--- src/rtl/cpt_pkg.sv ---
// ----------------------------------------------------------------------------
// Clarke/Park transform package
// Shared types, Q1.15 constants, the quarter-wave sine table and the
// round-and-saturate helper.
// ----------------------------------------------------------------------------
package cpt_pkg;

  localparam int SINE_TABLE_BITS = 10;
  localparam int QUARTER_LEN     = 1 << (SINE_TABLE_BITS - 2);
  localparam int NUM_LANES       = 4;

  typedef logic signed [15:0] val_t;
  typedef logic signed [17:0] opa_t;
  typedef logic signed [33:0] prod_t;
  typedef logic signed [34:0] sum_t;
  typedef logic [SINE_TABLE_BITS-1:0] idx_t;
  typedef logic [SINE_TABLE_BITS-3:0] qidx_t;
  typedef logic [14:0] qw_t;
  typedef qw_t qw_tab_t [QUARTER_LEN];

  localparam val_t INV_SQRT3_Q15  = 16'sd18919;
  localparam val_t SQRT3_HALF_Q15 = 16'sd28378;
  localparam val_t NEG_HALF_Q15   = -16'sd16384;
  localparam logic [15:0] PEAK_Q15 = 16'd32767;
  localparam val_t SAT_MAX = 16'sd32767;
  localparam val_t SAT_MIN = -16'sd32768;

  localparam real HALF_PI = 1.5707963267948966;
  localparam real STEP    = HALF_PI / QUARTER_LEN;

  // Quarter wave of round(32767*sin), built at elaboration with a Horner
  // form of the sine series; the peak entry is handled separately.
  function automatic qw_tab_t build_qw();
    qw_tab_t tab;
    real x;
    real x2;
    real s;
    for (int k = 0; k < QUARTER_LEN; k++) begin
      x  = real'(k) * STEP;
      x2 = x * x;
      s  = x * (1.0 - x2 / 6.0 * (1.0 - x2 / 20.0 * (1.0 - x2 / 42.0 *
           (1.0 - x2 / 72.0 * (1.0 - x2 / 110.0 * (1.0 - x2 / 156.0 *
           (1.0 - x2 / 210.0 * (1.0 - x2 / 272.0))))))));
      tab[k] = 15'($rtoi(s * 32767.0 + 0.5));
    end
    return tab;
  endfunction

  localparam qw_tab_t QW = build_qw();

  function automatic val_t sine_at(input idx_t idx);
    logic [1:0]  quad;
    qidx_t       r;
    qidx_t       rn;
    logic [15:0] mag;
    quad = idx[SINE_TABLE_BITS-1 -: 2];
    r    = idx[SINE_TABLE_BITS-3:0];
    rn   = ~r + qidx_t'(1);
    if (!quad[0]) begin
      mag = {1'b0, QW[r]};
    end else if (r == '0) begin
      mag = PEAK_Q15;
    end else begin
      mag = {1'b0, QW[rn]};
    end
    return quad[1] ? val_t'(-mag) : val_t'(mag);
  endfunction

  // Add one half LSB, drop 15 fraction bits with floor, clamp to 16 bits.
  function automatic val_t rnd_sat(input sum_t v);
    sum_t t;
    t = (v + sum_t'(16384)) >>> 15;
    if (t > sum_t'(SAT_MAX)) begin
      return SAT_MAX;
    end else if (t < sum_t'(SAT_MIN)) begin
      return SAT_MIN;
    end
    return val_t'(t);
  endfunction

endpackage

--- src/rtl/cpt_mult4.sv ---
// ----------------------------------------------------------------------------
// Clarke/Park four-lane multiplier stage
// Four signed 18x16 products, registered when the stage advances.
// ----------------------------------------------------------------------------
module cpt_mult4 (
  input  logic           clk_i,
  input  logic           en_i,
  input  cpt_pkg::opa_t  op_a_i [cpt_pkg::NUM_LANES],
  input  cpt_pkg::val_t  op_b_i [cpt_pkg::NUM_LANES],
  output cpt_pkg::prod_t prod_o [cpt_pkg::NUM_LANES]
);
  import cpt_pkg::*;

  prod_t prod_q [NUM_LANES];

  always_ff @(posedge clk_i) begin
    if (en_i) begin
      for (int i = 0; i < NUM_LANES; i++) begin
        prod_q[i] <= op_a_i[i] * op_b_i[i];
      end
    end
  end

  assign prod_o = prod_q;

endmodule

--- config.mk ---
export PLATFORM = sky130hd
export DESIGN_NAME = cpt_mult4
export DESIGN_NICKNAME = d
export VERILOG_FILES = /design/src/rtl/cpt_pkg.sv /design/src/rtl/cpt_mult4.sv
export SDC_FILE = /design/constraint.sdc
export NUM_CORES = 2
export LEC_CHECK = 0
export ABC_AREA = 1
export BUFFER_PORTS_ARGS = -buffer_cell sky130_fd_sc_hd__clkbuf_2
export CORE_ASPECT_RATIO = 1.75
export CORE_UTILIZATION = 25
export CTS_CLUSTER_SIZE = 16
export DETAILED_ROUTE_END_ITERATION = 10
export GPL_TIMING_DRIVEN = 0
export PLACE_DENSITY = 0.48
export SYNTH_ARGS = -nofsm -noshare
export SYNTH_HDL_FRONTEND = slang
export SYNTH_SLANG_ARGS = --single-unit
--- constraint.sdc ---
create_clock -name clk_i -period 9.9 [get_ports clk_i]
set_clock_uncertainty 0.1 [all_clocks]
set_input_delay 1.98 -clock clk_i [delete_from_list [all_inputs] [get_ports clk_i]]
set_output_delay 1.98 -clock clk_i [all_outputs]
set_load 0.01 [all_outputs]
---- After elaboration in Yosys (flattened, before gate mapping) ----
Cells that the tools add are included.
operators by class
  $mul .................................... 4
operators with widths
  operator          number
  $mul A18 B16 Y34  4
word-level totals
  register bits ........................... 136
  input port bits ......................... 138
  output and inout port bits .............. 136
  logic and storage cells ................. 8

---- Logic depth before layout (Yosys ltp) ----
  depth in word-level cells ............... 1
  depth in mapped cells ................... 29

---- Least setup slack after synthesis ----
OpenSTA, ideal clock, no wires.
  path kind ............................... input to register
  start point ............................. in op_b_i[37] in the netlist's numbering
  end point ............................... reg prod_q, in the netlist prod_o[93], data pin
  setup time .............................. 253 ps
  arrival time ............................ 6,989 ps
  data required time ...................... 9,547 ps
  setup slack ............................. 2,558 ps
  cell stages on the path ................. 19
  path buffers ............................ 2
  cell sequence ........................... clkbuf_1 -> clkbuf_1 -> nand2_1 -> fa_1 -> inv_1 -> fa_1 -> fa_1 -> fa_1 -> fa_1 -> inv_1 -> fa_1 -> inv_1 -> ha_1 -> nand2_1 -> nor2_1 -> nand2_1 -> or2_1 -> nand4_1 -> nand2_1
between the ends
  cells in the longest elaborated chain, start to end .. 1
RTL lines
  element                          line             RTL
  from (decl)                      cpt_mult4.sv:9   input cpt_pkg::val_t op_b_i [cpt_pkg::NUM_LANES],
  $mul A18 B16 Y34                 cpt_mult4.sv:19  prod_q[i] <= op_a_i[i] * op_b_i[i];
  to (signal, indexed assignment)  cpt_mult4.sv:19
  to (decl)                        cpt_mult4.sv:14  prod_t prod_q [NUM_LANES];
No other way between the ends.
A chain may end at the register's enable or synchronous reset.

---- Worst setup path after layout ----
  start point ............................. in op_b_i[37] in the netlist's numbering
  end point ............................... reg prod_q, in the netlist prod_o[98], data pin
Same word-level chain as after synthesis.

==> metrics.md <==
| Metric | Value |
|---|---|
| Status | completed |
| Most common library cell in the layout ignoring fill and taps | inv_1 |
| Final-report setup violation count | 0 |
| GRT Total Usage | 0.182 |
| Worst-Margin Slew | 1.26 ns |
| Pre-CTS WS | 0.857 ns |
| Cells after Synth | 6,526 |
| Routed WL per cell | between 15 and 20 um |
| Final-stage net count | 8,347 |
| Vias in the first global route | 45,700 |
| Number of I/O port buffers | ~160 |
| Storage cell area | slightly above 0.004 mm^2 |
| Cell taking the most area after synthesis | fa_1 |
| Fin crit share | 0.866 |
| Placed cell areas | between 0.05 and 0.06 mm^2 |
| CP top delay family | adder cells |
| Critical Path RT | about 10 ns |
| Yosys synthesis warning count | 0 |
| DRC viols | 0 |
| CP Launch Type | input port |
| Clock-pin transition on the worst setup and hold timing paths | 0.07 ns |
| Clock Path Buffers | 2 |
| Post CTS Setup Buffer Count | 0 |
| MaxCap Viol Count | 0 |
| Largest net degree at the start of global routing | 88 |
| #FFs+latches synth | 136 |
| Slowest CP cell | fa_1 |
| Final Wtd Congestion | about 0.93 |
| CTS buffer count | 17 |
| Hold Fails Final Rpt | 0 |
| Pre-antenna DRT Iters | 6 |
| Average size of a mapped cell | 7.85 um^2 |
| F_max | approximately 120 MHz |
| Synth cell types | 31 |
| Initial antenna violation count | 25 |
| Dpl hpwl | ~160,000 um |
| Mapped Area | 0.0512 mm^2 |
| CP Capture Type | register |
| Cell Chain, Critical Path | clkbuf_1 > clkbuf_1 > nand2_1 > fa_1 > inv_1 > fa_1 > fa_1 > fa_1 > fa_1 > inv_1 > fa_1 > inv_1 > ha_1 > a21oi_1 > o21ai_0 > nand2_1 > nand2_1 > a21oi_1 > nand2_1 > nand2_1 > nand2_1 |
| Filler cells | 22,400 |
| Min-delay worst type | input port to register |
| Min-delay src | op_a_i[18] |
| Die W | 344 um |
| Slew Viols, Final | 0 |
| Clk sinks | 136 |
| Std-Cell Rows | 219 |
| Share of post-route cells with drive strength above 1 | 0.0374 |
| Clk root buf | clkbuf_16 |
| Most frequent cells in the layout | inv_1, nand2_1, fa_1, ha_1, clkbuf_1 |
| Hold-fix buffers, CTS | 0 |
| Slowest stage delay, CP | 0.78 ns |
| Post-route setup slack | 1.33 ns |
| Non-filler cells, final | 9,382 |
| Vias | 40,700 |
| Leading post-synthesis cells by cell area | fa_1, inv_1, nand2_1 |
| Multi-input gate area | 0.0384 mm^2 |
| Sum of buffers and inverters on the critical path | 5 |
| Core Region | just over 0.2 mm^2 |
| CP startpoint | op_b_i[37] |
| Syn_nets | 8,168 |
| Crit-path max FO | 10 |
| Post-route cell area | 0.0560 mm^2 |
| Crit Path Class | input port to register |
| DRT iter0 DRCs | just over 2,000 |
| Die area | roughly 0.21 mm^2 |
| Post-layout min period | 8.57 ns |
| Total gr overflow | 0 |
| Die H | about 600 um |
| PostCTS Resize Cnt | 0 |
| WP data arrival | approximately 8.7 ns |
| First-pass GRT wire length | 276,000 um |
| Placed cell count | 9,338 |
| Initial Utilization | 0.252 |
| DR vias/cell | 4.34 |
| Area growth syn-to-layout | 9.32% |
| Yosys top cell area share | 0.454 |
| Setup TNS | 0 ns |
| CTS tree | done |
| Ports | roughly 270 |
| Max reg flops | between 100 and 150 |
| Final wirelength | 183,000 um |
| ANT nets after route | 0 |
| Slew HR | 0.157 |
| CTS H-tree lvls | 4 |
| Unrepaired setup endpoints after global routing | no |
| Seq/Total Area, Yosys | 0.0798 |
==> routing by layer <==
metal  routed length (um)  vias up  global-route usage
met5                   64        -                   0
met4                13700       12               0.119
met3                10800      461              0.0351
met2               100000     1146               0.349
met1                58300    20400               0.172
li1                     -    18700                   -
==> area by class of cell <==
cell class	count	share of cell area
Multi-Input combinational cell	4063	0.686
Inverter	2077	0.139
Sequential cell	136	0.0730
Tap cell	2652	0.0593
Buffer	250	0.0168
Timing Repair Buffer	160	0.0149
Clock buffer	18	0.00767
Clock inverter	14	0.00291
Antenna cell	12	0.000536
==> stage by stage <==
stage                     hold WS, ns  utilization
after floorplan                  1.99            -
after global placement           2.30        0.272
after detailed placement         2.30        0.272
after CTS                        1.72        0.275
after global routing             1.77        0.275
final                            1.77        0.275
==> cell usage after synthesis, drive strengths merged <==
library cell,number
a21o,5
fa,1160
xor2,62
o21bai,28
clkbuf,245
inv,2072
or2,19
nand2,1827
ha,344
nand3b,12
a21oi,117
xnor2,9
o21a,3
nor3,44
nand4,43
buf,5
o21ai,33
and2,1
nor2,222
nand2b,1
clkinv,5
edfxtp,136
nand3,133
==> kinds of logic (layout without fill, tap and decap cells) <==
group,after synthesis,count (layout),share of synthesized area
adder cells (fa/ha/maj),1504,1504,0.538
buffers and inverters,2327,2519,0.171
AND/OR/NAND/NOR,2302,2302,0.180
other,0,12,0
AO/OA/AOI/OAI,186,186,0.0203
XOR/XNOR,71,71,0.0121
flip-flops,136,136,0.0798
==> worst min-delay path, cell delays in order <==
cell and delay (ns):
clkbuf_2 0.19, nand2_1 0.07, inv_1 0.05
==> final timing paths <==
check	to	slack [ns]	depth (start not counted)
worst max-delay path	prod_o[98]$_DFFE_PP_	1.33	21
worst min-delay path	prod_o[34]$_DFFE_PP_	1.77	3
Power is not shown: default switching activity piles up to over one toggle a cycle in this logic, so the estimate is an artifact.
